===== src/design/dbdc_pkg.sv =====
// Types, constants and codes of the dual-beam direction counter
package dbdc_pkg;

    // Lane count; the lane field and mask limit the usable lanes to four
    localparam int LANES  = 4;
    localparam int MASK_W = 4;
    localparam int NL     = (LANES < MASK_W) ? LANES : MASK_W;
    localparam int IDX_W  = (NL > 1) ? $clog2(NL) : 1;

    localparam int CMD_W   = 2;
    localparam int LANE_W  = 2;
    localparam int TIME_W  = 32;
    localparam int CNT_W   = 16;
    localparam int CFG_W   = 16;
    localparam int CFG_IDX_W = 3;

    localparam logic [CNT_W-1:0] COUNT_MAX = 16'd65535;

    // Input commands
    typedef enum logic [CMD_W-1:0] {
        CMD_BEAM_A = 2'd0,
        CMD_BEAM_B = 2'd1,
        CMD_SNAP   = 2'd2,
        CMD_NONE   = 2'd3
    } cmd_code_t;

    // Configuration register indexes
    typedef enum logic [CFG_IDX_W-1:0] {
        REG_DEBOUNCE   = 3'd0,
        REG_MIN_TRANS  = 3'd1,
        REG_MAX_TRANS  = 3'd2,
        REG_STUCK      = 3'd3,
        REG_REFRACTORY = 3'd4,
        REG_LANE_MASK  = 3'd5
    } cfg_reg_t;

    // Per-lane detection mode
    typedef enum logic [1:0] {
        MODE_IDLE    = 2'd0,
        MODE_A_FIRST = 2'd1,
        MODE_B_FIRST = 2'd2,
        MODE_COOL    = 2'd3
    } lane_mode_t;

    // Controller to datapath commands
    typedef struct packed {
        logic capture;  // latch the input transfer
        logic check;    // time checks of a beam event, clear sweep state
        logic update;   // apply a beam event
        logic sweep;    // process one lane of a snapshot
        logic load;     // load the result register
    } dbdc_cmd_t;

    // Datapath to controller status
    typedef struct packed {
        logic is_beam;
        logic is_snap;
        logic last_lane;
        logic out_free;
    } dbdc_stat_t;

endpackage


===== src/design/dbdc_ifs.sv =====
// Valid/ready channel interfaces for events and snapshot results

interface dbdc_req_if;
    logic                            valid;
    logic                            ready;
    logic [dbdc_pkg::CMD_W-1:0]      cmd;
    logic [dbdc_pkg::LANE_W-1:0]     lane;
    logic [dbdc_pkg::TIME_W-1:0]     now_ms;

    modport source (output valid, output cmd, output lane, output now_ms, input ready);
    modport sink   (input valid, input cmd, input lane, input now_ms, output ready);
endinterface

interface dbdc_rsp_if;
    logic                            valid;
    logic                            ready;
    logic [dbdc_pkg::CNT_W-1:0]      total_in;
    logic [dbdc_pkg::CNT_W-1:0]      total_out;
    logic [dbdc_pkg::MASK_W-1:0]     stuck_lanes;
    logic [dbdc_pkg::TIME_W-1:0]     interval_ms;
    logic [dbdc_pkg::MASK_W-1:0]     enabled_lanes;

    modport source (output valid, output total_in, output total_out, output stuck_lanes,
                    output interval_ms, output enabled_lanes, input ready);
    modport sink   (input valid, input total_in, input total_out, input stuck_lanes,
                    input interval_ms, input enabled_lanes, output ready);
endinterface


===== src/design/dbdc_datapath.sv =====
// Datapath: configuration, lane state, time checks, snapshot sweep, result register
module dbdc_datapath (
    input  logic                            clk,
    input  logic                            rst_n,
    input  dbdc_pkg::dbdc_cmd_t             cmd,
    output dbdc_pkg::dbdc_stat_t            stat,
    input  logic [dbdc_pkg::CMD_W-1:0]      in_cmd,
    input  logic [dbdc_pkg::LANE_W-1:0]     in_lane,
    input  logic [dbdc_pkg::TIME_W-1:0]     in_now,
    input  logic                            cfg_we,
    input  logic [dbdc_pkg::CFG_IDX_W-1:0]  cfg_index,
    input  logic [dbdc_pkg::CFG_W-1:0]      cfg_data,
    input  logic                            out_ready,
    output logic                            out_valid,
    output logic [dbdc_pkg::CNT_W-1:0]      out_total_in,
    output logic [dbdc_pkg::CNT_W-1:0]      out_total_out,
    output logic [dbdc_pkg::MASK_W-1:0]     out_stuck,
    output logic [dbdc_pkg::TIME_W-1:0]     out_period,
    output logic [dbdc_pkg::MASK_W-1:0]     out_enabled
);

    localparam int NL    = dbdc_pkg::NL;
    localparam int IDX_W = dbdc_pkg::IDX_W;
    localparam int TW    = dbdc_pkg::TIME_W;
    localparam int CW    = dbdc_pkg::CNT_W;
    localparam int MW    = dbdc_pkg::MASK_W;

    // Configuration registers
    logic [dbdc_pkg::CFG_W-1:0] debounce_reg, min_trans_reg, max_trans_reg;
    logic [dbdc_pkg::CFG_W-1:0] stuck_time_reg, refr_reg;
    logic [MW-1:0]              mask_reg;

    // Latched input item
    logic [dbdc_pkg::CMD_W-1:0]  cmd_reg;
    logic [dbdc_pkg::LANE_W-1:0] lane_reg;
    logic [TW-1:0]               now_reg;

    // Lane state
    dbdc_pkg::lane_mode_t mode_reg [NL];
    dbdc_pkg::lane_mode_t mode_next [NL];
    logic [TW-1:0] last_a_reg [NL], last_a_next [NL];
    logic [TW-1:0] last_b_reg [NL], last_b_next [NL];
    logic [TW-1:0] entered_reg [NL], entered_next [NL];
    logic [CW-1:0] in_cnt_reg [NL], in_cnt_next [NL];
    logic [CW-1:0] out_cnt_reg [NL], out_cnt_next [NL];
    logic [NL-1:0] stuck_reg, stuck_next;

    // Check stage results and snapshot accumulators
    logic          deb_ok_reg, deb_ok_next;
    logic          trans_ok_reg, trans_ok_next;
    logic [IDX_W-1:0] sw_idx_reg, sw_idx_next;
    logic [CW-1:0] acc_in_reg, acc_in_next;
    logic [CW-1:0] acc_out_reg, acc_out_next;
    logic [MW-1:0] acc_stuck_reg, acc_stuck_next;
    logic [TW-1:0] snap_time_reg;

    // Result register
    logic          out_valid_reg, out_valid_next;
    logic [CW-1:0] res_in_reg, res_out_reg;
    logic [MW-1:0] res_stuck_reg, res_en_reg;
    logic [TW-1:0] res_period_reg;

    // Event lane decode
    logic [IDX_W-1:0] ev_idx;
    logic             ev_on;
    logic             is_b;
    logic [TW-1:0]    last_sel;
    logic [TW-1:0]    deb_diff;
    logic [TW-1:0]    transit;

    // Sweep lane decode
    logic             sw_on;
    logic [TW-1:0]    elapsed;
    logic             sw_wait;
    logic             sw_stuck_new;
    logic [CW:0]      sum_in, sum_out;

    assign ev_idx = lane_reg[IDX_W-1:0];
    assign ev_on  = (int'(lane_reg) < NL) && mask_reg[lane_reg];
    assign is_b   = (cmd_reg == dbdc_pkg::CMD_BEAM_B);

    assign stat.is_beam   = (cmd_reg == dbdc_pkg::CMD_BEAM_A) || is_b;
    assign stat.is_snap   = (cmd_reg == dbdc_pkg::CMD_SNAP);
    assign stat.last_lane = (sw_idx_reg == IDX_W'(NL - 1));
    assign stat.out_free  = !out_valid_reg || out_ready;

    // Debounce and transit window for the event lane
    assign last_sel      = is_b ? last_b_reg[ev_idx] : last_a_reg[ev_idx];
    assign deb_diff      = now_reg - last_sel;
    assign transit       = now_reg - entered_reg[ev_idx];
    assign deb_ok_next   = cmd.check ? (deb_diff >= TW'(debounce_reg)) : deb_ok_reg;
    assign trans_ok_next = cmd.check ? ((transit >= TW'(min_trans_reg)) &&
                                        (transit <= TW'(max_trans_reg))) : trans_ok_reg;

    // Timeout, stuck and cooldown checks for the swept lane
    assign sw_on        = mask_reg[sw_idx_reg];
    assign elapsed      = now_reg - entered_reg[sw_idx_reg];
    assign sw_wait      = (mode_reg[sw_idx_reg] == dbdc_pkg::MODE_A_FIRST) ||
                          (mode_reg[sw_idx_reg] == dbdc_pkg::MODE_B_FIRST);
    assign sw_stuck_new = sw_wait && (elapsed > TW'(stuck_time_reg));
    assign sum_in       = {1'b0, acc_in_reg} + {1'b0, in_cnt_reg[sw_idx_reg]};
    assign sum_out      = {1'b0, acc_out_reg} + {1'b0, out_cnt_reg[sw_idx_reg]};

    // Lane state next values
    always_comb
    begin
        stuck_next = stuck_reg;
        for (int i = 0; i < NL; i++)
        begin
            mode_next[i]    = mode_reg[i];
            last_a_next[i]  = last_a_reg[i];
            last_b_next[i]  = last_b_reg[i];
            entered_next[i] = entered_reg[i];
            in_cnt_next[i]  = in_cnt_reg[i];
            out_cnt_next[i] = out_cnt_reg[i];

            // beam event
            if (cmd.update && ev_on && deb_ok_reg && (ev_idx == IDX_W'(i)))
            begin
                if (is_b)
                    last_b_next[i] = now_reg;
                else
                    last_a_next[i] = now_reg;
                if (mode_reg[i] == dbdc_pkg::MODE_IDLE)
                begin
                    mode_next[i]    = is_b ? dbdc_pkg::MODE_B_FIRST : dbdc_pkg::MODE_A_FIRST;
                    entered_next[i] = now_reg;
                end
                else if (mode_reg[i] == (is_b ? dbdc_pkg::MODE_A_FIRST
                                              : dbdc_pkg::MODE_B_FIRST))
                begin
                    if (trans_ok_reg)
                    begin
                        if (is_b && (in_cnt_reg[i] != dbdc_pkg::COUNT_MAX))
                            in_cnt_next[i] = in_cnt_reg[i] + CW'(1);
                        if (!is_b && (out_cnt_reg[i] != dbdc_pkg::COUNT_MAX))
                            out_cnt_next[i] = out_cnt_reg[i] + CW'(1);
                    end
                    mode_next[i]    = dbdc_pkg::MODE_COOL;
                    entered_next[i] = now_reg;
                end
            end

            // snapshot sweep of one lane
            if (cmd.sweep && sw_on && (sw_idx_reg == IDX_W'(i)))
            begin
                if (sw_wait && (elapsed > TW'(max_trans_reg)))
                    mode_next[i] = dbdc_pkg::MODE_IDLE;
                if ((mode_reg[i] == dbdc_pkg::MODE_COOL) && (elapsed >= TW'(refr_reg)))
                    mode_next[i] = dbdc_pkg::MODE_IDLE;
                in_cnt_next[i]  = '0;
                out_cnt_next[i] = '0;
                stuck_next[i]   = 1'b0;
            end
        end
    end

    // Sweep counter and accumulators
    always_comb
    begin
        sw_idx_next    = sw_idx_reg;
        acc_in_next    = acc_in_reg;
        acc_out_next   = acc_out_reg;
        acc_stuck_next = acc_stuck_reg;
        if (cmd.check)
        begin
            sw_idx_next    = '0;
            acc_in_next    = '0;
            acc_out_next   = '0;
            acc_stuck_next = '0;
        end
        else if (cmd.sweep)
        begin
            sw_idx_next = sw_idx_reg + IDX_W'(1);
            if (sw_on)
            begin
                acc_in_next  = sum_in[CW]  ? dbdc_pkg::COUNT_MAX : sum_in[CW-1:0];
                acc_out_next = sum_out[CW] ? dbdc_pkg::COUNT_MAX : sum_out[CW-1:0];
                for (int i = 0; i < NL; i++)
                begin
                    if ((sw_idx_reg == IDX_W'(i)) && (stuck_reg[i] || sw_stuck_new))
                        acc_stuck_next[i] = 1'b1;
                end
            end
        end
    end

    assign out_valid_next = cmd.load ? 1'b1 : (out_ready ? 1'b0 : out_valid_reg);

    // Configuration writes
    always_ff @(posedge clk or negedge rst_n)
    begin
        if (!rst_n)
        begin
            debounce_reg   <= 16'd3;
            min_trans_reg  <= 16'd10;
            max_trans_reg  <= 16'd1000;
            stuck_time_reg <= 16'd10000;
            refr_reg       <= 16'd50;
            mask_reg       <= 4'hF;
        end
        else if (cfg_we)
        begin
            case (cfg_index)
                dbdc_pkg::REG_DEBOUNCE:   debounce_reg   <= cfg_data;
                dbdc_pkg::REG_MIN_TRANS:  min_trans_reg  <= cfg_data;
                dbdc_pkg::REG_MAX_TRANS:  max_trans_reg  <= cfg_data;
                dbdc_pkg::REG_STUCK:      stuck_time_reg <= cfg_data;
                dbdc_pkg::REG_REFRACTORY: refr_reg       <= cfg_data;
                dbdc_pkg::REG_LANE_MASK:  mask_reg       <= cfg_data[MW-1:0];
                default: ;
            endcase
        end
    end

    // Input item latch
    always_ff @(posedge clk)
    begin
        if (cmd.capture)
        begin
            cmd_reg  <= in_cmd;
            lane_reg <= in_lane;
            now_reg  <= in_now;
        end
    end

    // Lane state, sweep and control registers
    always_ff @(posedge clk or negedge rst_n)
    begin
        if (!rst_n)
        begin
            for (int i = 0; i < NL; i++)
            begin
                mode_reg[i]    <= dbdc_pkg::MODE_IDLE;
                last_a_reg[i]  <= '0;
                last_b_reg[i]  <= '0;
                entered_reg[i] <= '0;
                in_cnt_reg[i]  <= '0;
                out_cnt_reg[i] <= '0;
            end
            stuck_reg     <= '0;
            snap_time_reg <= '0;
            out_valid_reg <= 1'b0;
            sw_idx_reg    <= '0;
        end
        else
        begin
            for (int i = 0; i < NL; i++)
            begin
                mode_reg[i]    <= mode_next[i];
                last_a_reg[i]  <= last_a_next[i];
                last_b_reg[i]  <= last_b_next[i];
                entered_reg[i] <= entered_next[i];
                in_cnt_reg[i]  <= in_cnt_next[i];
                out_cnt_reg[i] <= out_cnt_next[i];
            end
            stuck_reg     <= stuck_next;
            if (cmd.load)
                snap_time_reg <= now_reg;
            out_valid_reg <= out_valid_next;
            sw_idx_reg    <= sw_idx_next;
        end
    end

    // Check results, accumulators and result payload
    always_ff @(posedge clk)
    begin
        deb_ok_reg    <= deb_ok_next;
        trans_ok_reg  <= trans_ok_next;
        acc_in_reg    <= acc_in_next;
        acc_out_reg   <= acc_out_next;
        acc_stuck_reg <= acc_stuck_next;
        if (cmd.load)
        begin
            res_in_reg     <= acc_in_reg;
            res_out_reg    <= acc_out_reg;
            res_stuck_reg  <= acc_stuck_reg;
            res_period_reg <= now_reg - snap_time_reg;
            res_en_reg     <= mask_reg;
        end
    end

    assign out_valid     = out_valid_reg;
    assign out_total_in  = res_in_reg;
    assign out_total_out = res_out_reg;
    assign out_stuck     = res_stuck_reg;
    assign out_period    = res_period_reg;
    assign out_enabled   = res_en_reg;

endmodule


===== src/design/dbdc_ctrl.sv =====
// Controller: sequences capture, event checks, event update, snapshot sweep and result load
module dbdc_ctrl (
    input  logic                  clk,
    input  logic                  rst_n,
    input  logic                  in_valid,
    output logic                  in_ready,
    input  dbdc_pkg::dbdc_stat_t  stat,
    output dbdc_pkg::dbdc_cmd_t   cmd
);

    typedef enum logic [4:0] {
        ST_IDLE   = 5'b00001,
        ST_CHECK  = 5'b00010,
        ST_UPDATE = 5'b00100,
        ST_SWEEP  = 5'b01000,
        ST_FINISH = 5'b10000
    } state_t;

    state_t state_reg, state_next;

    // Next state and commands
    always_comb
    begin
        state_next  = state_reg;
        cmd         = '0;
        in_ready    = 1'b0;
        case (state_reg)
            ST_IDLE:
            begin
                in_ready    = 1'b1;
                cmd.capture = in_valid;
                if (in_valid)
                    state_next = ST_CHECK;
            end
            ST_CHECK:
            begin
                cmd.check = 1'b1;
                if (stat.is_beam)
                    state_next = ST_UPDATE;
                else if (stat.is_snap)
                    state_next = ST_SWEEP;
                else
                    state_next = ST_IDLE;
            end
            ST_UPDATE:
            begin
                cmd.update = 1'b1;
                state_next = ST_IDLE;
            end
            ST_SWEEP:
            begin
                cmd.sweep = 1'b1;
                if (stat.last_lane)
                    state_next = ST_FINISH;
            end
            ST_FINISH:
            begin
                if (stat.out_free)
                begin
                    cmd.load   = 1'b1;
                    state_next = ST_IDLE;
                end
            end
            default:
                state_next = ST_IDLE;
        endcase
    end

    always_ff @(posedge clk or negedge rst_n)
    begin
        if (!rst_n)
            state_reg <= ST_IDLE;
        else
            state_reg <= state_next;
    end

endmodule


===== src/design/dual_beam_direction_counter_core.sv =====
// Top level of the dual-beam direction counter: controller plus datapath
//
//  channel  dir  handshake       payload
//  req      in   valid / ready   cmd, lane, now_ms
//  rsp      out  valid / ready   total_in, total_out, stuck_lanes, interval_ms, enabled_lanes
//  cfg      in   cfg_we          cfg_index, cfg_data
//
// A beam event passes through transfer, time checks and lane update; an unused command ends after the checks.
// A snapshot passes through transfer and checks, then the sweep visits one lane per cycle through a
// single check-and-accumulate unit, then the result register is loaded.
// The result register frees the input side; a snapshot waits in its last step only
// while the previous result has not been taken. Reset is asynchronous, active low.
module dual_beam_direction_counter_core (
    input  logic                            clk,
    input  logic                            rst_n,
    dbdc_req_if.sink                        req,
    dbdc_rsp_if.source                      rsp,
    input  logic                            cfg_we,
    input  logic [dbdc_pkg::CFG_IDX_W-1:0]  cfg_index,
    input  logic [dbdc_pkg::CFG_W-1:0]      cfg_data
);

    dbdc_pkg::dbdc_cmd_t  cmd;
    dbdc_pkg::dbdc_stat_t stat;
    logic                 in_ready;

    assign req.ready = in_ready;

    // Sequencer
    dbdc_ctrl u_ctrl (
        .clk      (clk),
        .rst_n    (rst_n),
        .in_valid (req.valid),
        .in_ready (in_ready),
        .stat     (stat),
        .cmd      (cmd)
    );

    // Lane state and arithmetic
    dbdc_datapath u_dp (
        .clk           (clk),
        .rst_n         (rst_n),
        .cmd           (cmd),
        .stat          (stat),
        .in_cmd        (req.cmd),
        .in_lane       (req.lane),
        .in_now        (req.now_ms),
        .cfg_we        (cfg_we),
        .cfg_index     (cfg_index),
        .cfg_data      (cfg_data),
        .out_ready     (rsp.ready),
        .out_valid     (rsp.valid),
        .out_total_in  (rsp.total_in),
        .out_total_out (rsp.total_out),
        .out_stuck     (rsp.stuck_lanes),
        .out_period    (rsp.interval_ms),
        .out_enabled   (rsp.enabled_lanes)
    );

endmodule


===== src/flat_wrapper.sv =====
// flat-port wrapper written by rule: the top's interface ports become plain ports
module dual_beam_direction_counter_core_flat 
  (clk, rst_n, cfg_we, cfg_index, cfg_data, req_valid, req_cmd, req_lane, req_now_ms, req_ready, rsp_valid, rsp_total_in, rsp_total_out, rsp_stuck_lanes, rsp_interval_ms, rsp_enabled_lanes, rsp_ready);
  dbdc_req_if req_i ();
  dbdc_rsp_if rsp_i ();
  input  logic clk;
  input  logic rst_n;
  input  logic cfg_we;
  input  logic [dbdc_pkg::CFG_IDX_W-1:0] cfg_index;
  input  logic [dbdc_pkg::CFG_W-1:0] cfg_data;
  input wire logic [$bits(req_i.valid)-1:0] req_valid;
  input wire logic [$bits(req_i.cmd)-1:0] req_cmd;
  input wire logic [$bits(req_i.lane)-1:0] req_lane;
  input wire logic [$bits(req_i.now_ms)-1:0] req_now_ms;
  output wire logic [$bits(req_i.ready)-1:0] req_ready;
  output wire logic [$bits(rsp_i.valid)-1:0] rsp_valid;
  output wire logic [$bits(rsp_i.total_in)-1:0] rsp_total_in;
  output wire logic [$bits(rsp_i.total_out)-1:0] rsp_total_out;
  output wire logic [$bits(rsp_i.stuck_lanes)-1:0] rsp_stuck_lanes;
  output wire logic [$bits(rsp_i.interval_ms)-1:0] rsp_interval_ms;
  output wire logic [$bits(rsp_i.enabled_lanes)-1:0] rsp_enabled_lanes;
  input wire logic [$bits(rsp_i.ready)-1:0] rsp_ready;
  assign req_i.valid = req_valid;
  assign req_i.cmd = req_cmd;
  assign req_i.lane = req_lane;
  assign req_i.now_ms = req_now_ms;
  assign req_ready = req_i.ready;
  assign rsp_valid = rsp_i.valid;
  assign rsp_total_in = rsp_i.total_in;
  assign rsp_total_out = rsp_i.total_out;
  assign rsp_stuck_lanes = rsp_i.stuck_lanes;
  assign rsp_interval_ms = rsp_i.interval_ms;
  assign rsp_enabled_lanes = rsp_i.enabled_lanes;
  assign rsp_i.ready = rsp_ready;
  dual_beam_direction_counter_core u_core (.clk(clk), .rst_n(rst_n), .req(req_i), .rsp(rsp_i), .cfg_we(cfg_we), .cfg_index(cfg_index), .cfg_data(cfg_data));
endmodule

===== config.mk =====
export PLATFORM = sky130hd
export DESIGN_NAME = dual_beam_direction_counter_core_flat
export DESIGN_NICKNAME = d
export VERILOG_FILES = /design/src/design/dbdc_pkg.sv /design/src/design/dbdc_ifs.sv /design/src/design/dbdc_datapath.sv /design/src/design/dbdc_ctrl.sv /design/src/design/dual_beam_direction_counter_core.sv /design/src/flat_wrapper.sv
export SDC_FILE = /design/constraint.sdc
export NUM_CORES = 2
export LEC_CHECK = 0
export BUFFER_PORTS_ARGS = -buffer_cell sky130_fd_sc_hd__buf_2
export CORE_UTILIZATION = 55
export DETAILED_ROUTE_END_ITERATION = 12
export GPL_TIMING_DRIVEN = 0
export PLACE_DENSITY = 0.82
export REMOVE_ABC_BUFFERS = 1
export SETUP_SLACK_MARGIN = 0.02
export SKIP_CTS_REPAIR_TIMING = 1
export SLEW_MARGIN = 10
export SYNTH_ARGS = -nofsm -noshare
export SYNTH_HDL_FRONTEND = slang
export SYNTH_HIERARCHICAL = 1
export SYNTH_SLANG_ARGS = --single-unit

===== constraint.sdc =====
create_clock -name clk -period 21.3 [get_ports clk]
set_clock_uncertainty 0.1 [all_clocks]
set_input_delay 2.13 -clock clk [delete_from_list [all_inputs] [get_ports clk]]
set_output_delay 2.13 -clock clk [all_outputs]
set_load 0.005 [all_outputs]

==> Word level (Yosys, flattened, before mapping) <==
Index checks and enable logic that the tools add are counted.
Widths: inputs -> output; s select.
{ "totals": {"out_inout_bits": 74, "reg_bits": 790} }
{ "classes": {"n_mux": 127, "magnitude_cmp": 10, "add_sub_neg": 15, "n_bitwise": 3, "n_eq_ne": 43, "n_reduce_logical": 101} }
{ "ops": {"columns": ["cell", "n"], "rows": [
  ["$mux 16", 54],
  ["$mux 32", 17],
  ["$bmux 32 s2", 4],
  ["$add 16x1->16 const B", 8],
  ["$ne 16x16->1 const B", 8],
  ["$sub 32x32->32", 4],
  ["$ge 32x16->1", 3],
  ["$bmux 16 s2", 2],
  ["$gt 32x16->1", 2],
  ["$mux 2", 30],
  ["$reduce_bool 2->1", 26],
  ["$reduce_and 5->1", 8],
  ["$reduce_and 2->1", 19],
  ["$add 16x16->17", 2],
  ["$le 32x16->1", 1],
  ["$logic_and 1x1->1", 30],
  ["$eq 2x2->1 const B", 10],
  ["$mux 5", 4],
  ["$pmux 5 s4", 1],
  ["$reduce_and 3->1", 5],
  ["$logic_not 2->1", 7],
  ["$ne 2x1->1 const B", 6],
  ["$mux 1", 11],
  ["$eq 2x1->1 const B", 4],
  ["21 further kinds", 33]
]} }

==> Logic depth before layout (Yosys ltp) <==
{ "logic_depth": {"word_depth": 10, "depth_mapped": 28, "ltp_nobuf": 25} }

==> Modules after synthesis <==
Netlist, hierarchy kept.
{ "by_module_without_submodules": {"columns": ["module", "cells_each", "area_per_inst_um2", "n_inst"], "rows": [
  ["dbdc_datapath", 3919, 44348.8, 1],
  ["dbdc_ctrl", 35, 301.5, 1]
]} }

==> Worst setup path after synthesis <==
No wires, ideal clock.
{ "synth_path": {"path_type": "register -> register", "start": "register u_core.u_dp.lane_reg (netlist bit u_core/u_dp/ev_idx[0])", "end": "register u_core.u_dp.trans_ok_reg (data pin)", "slack_ns": 14.640, "path_stages_with_launch": 28, "arrival_time_ns": 6.390, "setup_ns": 0.170, "path_cell_list": "edfxtp_1 -> buf_1 -> clkbuf_1 -> buf_1 -> mux4_2 -> inv_1 -> ha_1 -> nor2b_1 -> o31ai_1 -> a31oi_1 -> o221ai_1 -> o21ai_1 -> nor2_1 -> o21bai_1 -> a21oi_1 -> xnor2_1 -> ha_1 -> nand4_1 -> nor2_1 -> a221o_1 -> nor3_1 -> o32ai_1 -> nor4_1 -> nand2_1 -> nor4_2 -> o2111ai_1 -> or4_1 -> nor4_2"} }
{ "synth_via": {"elab_chain_len": 7} }
{ "synth_lines": {"columns": ["element", "line_no", "text"], "rows": [
  ["start, declared", "dbdc_datapath.sv:35", "logic [dbdc_pkg::LANE_W-1:0] lane_reg;"],
  ["start signal, assigned", "dbdc_datapath.sv:222", "lane_reg <= in_lane;"],
  ["$not 2->3 (implied by the code) (*)", "dbdc_datapath.sv:90", "assign transit = now_reg - entered_reg[ev_idx];"],
  ["$bmux 32 s2 (*)", "dbdc_datapath.sv:90", null],
  ["$mux 32 (implied by the code) (*) (2 in a row)", "dbdc_datapath.sv:90", null],
  ["$sub 32x32->32 (*)", "dbdc_datapath.sv:90", null],
  ["$ge 32x16->1 / $le 32x16->1 (equally long branches)", "dbdc_datapath.sv:92, dbdc_datapath.sv:93", null],
  ["$logic_and 1x1->1 (*)", "dbdc_datapath.sv:92", "assign trans_ok_next = cmd.check ? ((transit >= TW'(min_trans_reg)) &&"],
  ["end signal, assigned", "dbdc_datapath.sv:269", "trans_ok_reg <= trans_ok_next;"],
  ["end, declared", "dbdc_datapath.sv:50", "logic trans_ok_reg, trans_ok_next;"]
]} }
Mark *: on every way between the ends. The rest lies on a longest branch, timed or not. The select of a mux whose other input is x is not followed.
A chain may end at the register's enable or synchronous reset.

==> Final worst setup path <==
Ends and elaborated chain as after synthesis.

==> impl_metrics.py <==
metrics = {
    "run_status": {
        "status": "finished, final reports clean",
    },
    "floorplanning": {
        "ioPinCount": 134,
        "dieHeight_um": 287,
        "rows": 104,
        "die_w_um": 287,
        "dieArea_mm2": 0.0823,
        "fp.coreArea_mm2": 0.0804,
        "initial_utilization_pct": 55.5,
    },
    "yosys": {
        "yosys_warnings": 6,
        "synth.cell_area_mm2": 0.0447,
        "post_synth.cell_area_avg_um2": 11.3,
        "synth_async_sr_flop_share_pct": 81.5,
        "synth_cell_type_count": 90,
        "yosys.area.top_type_share_pct": 34.8,
        "ys_top_cells_by_count": "dfrtp_1 (621), mux2_2 (388), nor2_1 (286)",
        "synth.most_common_cell": "dfrtp_1",
        "syn_inst": 3954,
        "synth-main-ff-cell": "dfrtp_1",
        "synth-seq-cells": 790,
        "yosysSeqAreaShare_pct": 45.2,
        "yosysTopAreaCell": "dfrtp_1",
        "synth_area_leaders": "dfrtp_1 (35%), mux2_2 (9.8%), mux4_2 (8.2%)",
        "synth_edf_count": 110,
    },
    "sta": {
        "fin_tns_setup_ns": 0,
        "setup_violations": 0,
        "fmax_ghz": 0.121,
        "worstMarginPinSlew_ns": 1.39,
        "slew_violations": 0,
        "rsz0062_at_grt": "false",
        "fin_ws_ns": 13.01,
        "relSlewSlack_pct": 6.04,
        "finalHoldViolCount": 0,
        "period_minus_slack_ns": 8.29,
        "post-route-period-util_pct": 38.9,
    },
    "finish": {
        "area_delta_synth_final_pct": 12.0,
        "multi_input_area_mm2": 0.0230,
        "drive_gt1_share_pct": 23.2,
        "fin_area_mm2": 0.0500,
        "antenna_cells": 0,
        "nFillCells": 5982,
        "regArea_mm2": 0.0202,
        "finalNetCount": 4372,
    },
    "pwr": {
        "leakage_nw": 22.6,
        "power_mw": 4.76,
        "power_density_mw_per_mm2": 95.1,
        "ir_drop_mv": 0.0698,
    },
    "hold_path": {
        "hold_depth": 0,
        "hold-path-endpoint": "u_core/u_dp/out_stuck[1]",
        "hold_class": "flop to flop",
        "hp-start": "u_core/u_dp/acc_stuck_reg[1]",
    },
    "grt": {
        "grt_pass1_vias": 32100,
        "grt_overflow": 0,
        "antenna_found_initial": 2,
        "grt_use_total_pct": 26.3,
        "grt_start_max_net_pins": 116,
        "grt_pass1_wl_um": 172000,
    },
    "place": {
        "dpl_cell_area_mm2": 0.0471,
        "port_buffers": 133,
        "pre_cts_slack_ns": 13.18,
        "gp_congestion": 0.949,
        "dp_hpwl_um": 74200,
    },
    "worst_setup_path": {
        "critPathMaxFanout": 11,
        "slowest_stage": "edfxtp_1",
        "critPathMaxStageDelay_ns": 0.85,
        "r2r-end": "u_core/u_dp/trans_ok_reg",
        "rr_worst_depth": 28,
        "crit_buf_inv": 5,
        "r2r_start": "u_core/u_dp/ev_idx[0]",
        "reg2reg_slack_ns": 13.01,
        "required_ns": 21.63,
        "end_kind": "flop",
        "cp-start-kind": "flop",
        "arrival_ns": 8.62,
        "crit_family": "simple AND/OR/NAND/NOR gates",
        "critPathKind": "flop to flop",
    },
    "job": {
        "max_cap_viol_count": 0,
    },
    "cts": {
        "clock_sinks": 790,
        "clockRootBuffer": "clkbuf_16",
        "htreeDepth": 3,
        "clk_latency_ns": 0.66,
        "clk_pin_slew_ns": 0.06,
        "numCtsBuffers": 87,
        "clockBufferDepth": 3,
        "cts_tree": "built",
    },
    "detailed_routing": {
        "viasPerCell": 6.14,
        "wl_um": 107000,
        "dr.pass1.iters": 7,
        "drc": 0,
        "ant_nets": 0,
        "routedWlPerCell_um": 20.8,
        "dr_total_vias": 31700,
        "initialDrtViolationCount": 2425,
    },
}
power breakdown:
group | switching, mW | internal [mW]
clock network | 0.631 | 0.903
logic | 0.767 | 0.606
registers | 0.161 | 1.69
total | 1.56 | 3.20
placed cells by master, fill, tap and decap left out, drive strengths merged, types with 107 or more instances in the layout:
master / synthesis / routed
dfrtp: 621 / 621
mux2: 388 / 388
nor2: 286 / 286
nand2: 276 / 276
ha: 266 / 266
inv: 255 / 260
o21ai: 237 / 237
buf: 32 / 182
mux4: 163 / 163
a21oi: 153 / 153
clkbuf: 153 / 119
xor2: 110 / 110
edfxtp: 110 / 110
xnor2: 107 / 107
cell families after synthesis:
logic type / count (synthesis) / synth area share (%)
flops: 790 / 45.2
xor+xnor: 217 / 4.26
mux: 594 / 19.0
simple gates: 938 / 10.1
compound gates: 702 / 10.1
buf+inv: 441 / 3.73
fa+ha+maj: 272 / 7.72
worst max path at each step:
| stage | endpoint | depth (start not counted) | start |
|---|---|---|---|
| 3_3_place_gp | u_core/u_dp/in_cnt_reg[38] | 1 | rst_n |
| 6_report | u_core/u_dp/trans_ok_reg | 28 | u_core/u_dp/ev_idx[0] |
| 2_1_floorplan | u_core/u_dp/trans_ok_reg | 24 | u_core/u_dp/ev_idx[0] |
| 4_1_cts | u_core/u_dp/trans_ok_reg | 28 | u_core/u_dp/ev_idx[0] |
| 3_5_place_dp | u_core/u_dp/trans_ok_reg | 28 | u_core/u_dp/ev_idx[0] |
| 5_1_grt | u_core/u_dp/trans_ok_reg | 28 | u_core/u_dp/ev_idx[0] |
per-stage QoR:
stage	std cells	hold slack [ns]	utilization, %
floorplan	3769	0.308	-
global placement	4962	0.319	57.1
detailed placement	5011	0.330	58.6
CTS	5167	0.352	62.2
global route	5167	0.361	62.2
finish	5167	0.350	62.2
per-layer routing:
| layer | share of wire [%] | GRT usage [%] | up-vias |
|---|---|---|---|
| met5 | 0.025 | 0 | - |
| met4 | 2.9 | 8.56 | 4 |
| met3 | 5.4 | 3.36 | 237 |
| met2 | 49 | 44.4 | 1023 |
| met1 | 43 | 35.3 | 16000 |
| li1 | - | - | 14500 |
cell type report:
cell class / instances / share of cell area [%]
Multi-Input combinational cell: 2723 / 45.9
Tap cell: 1060 / 2.65
Sequential cell: 790 / 40.3
Inverter: 256 / 1.92
Clock buffer: 119 / 5.02
Clock inverter: 37 / 0.845
Timing Repair Buffer: 182 / 3.31
Note: power is estimated with default switching activity, not from simulation.
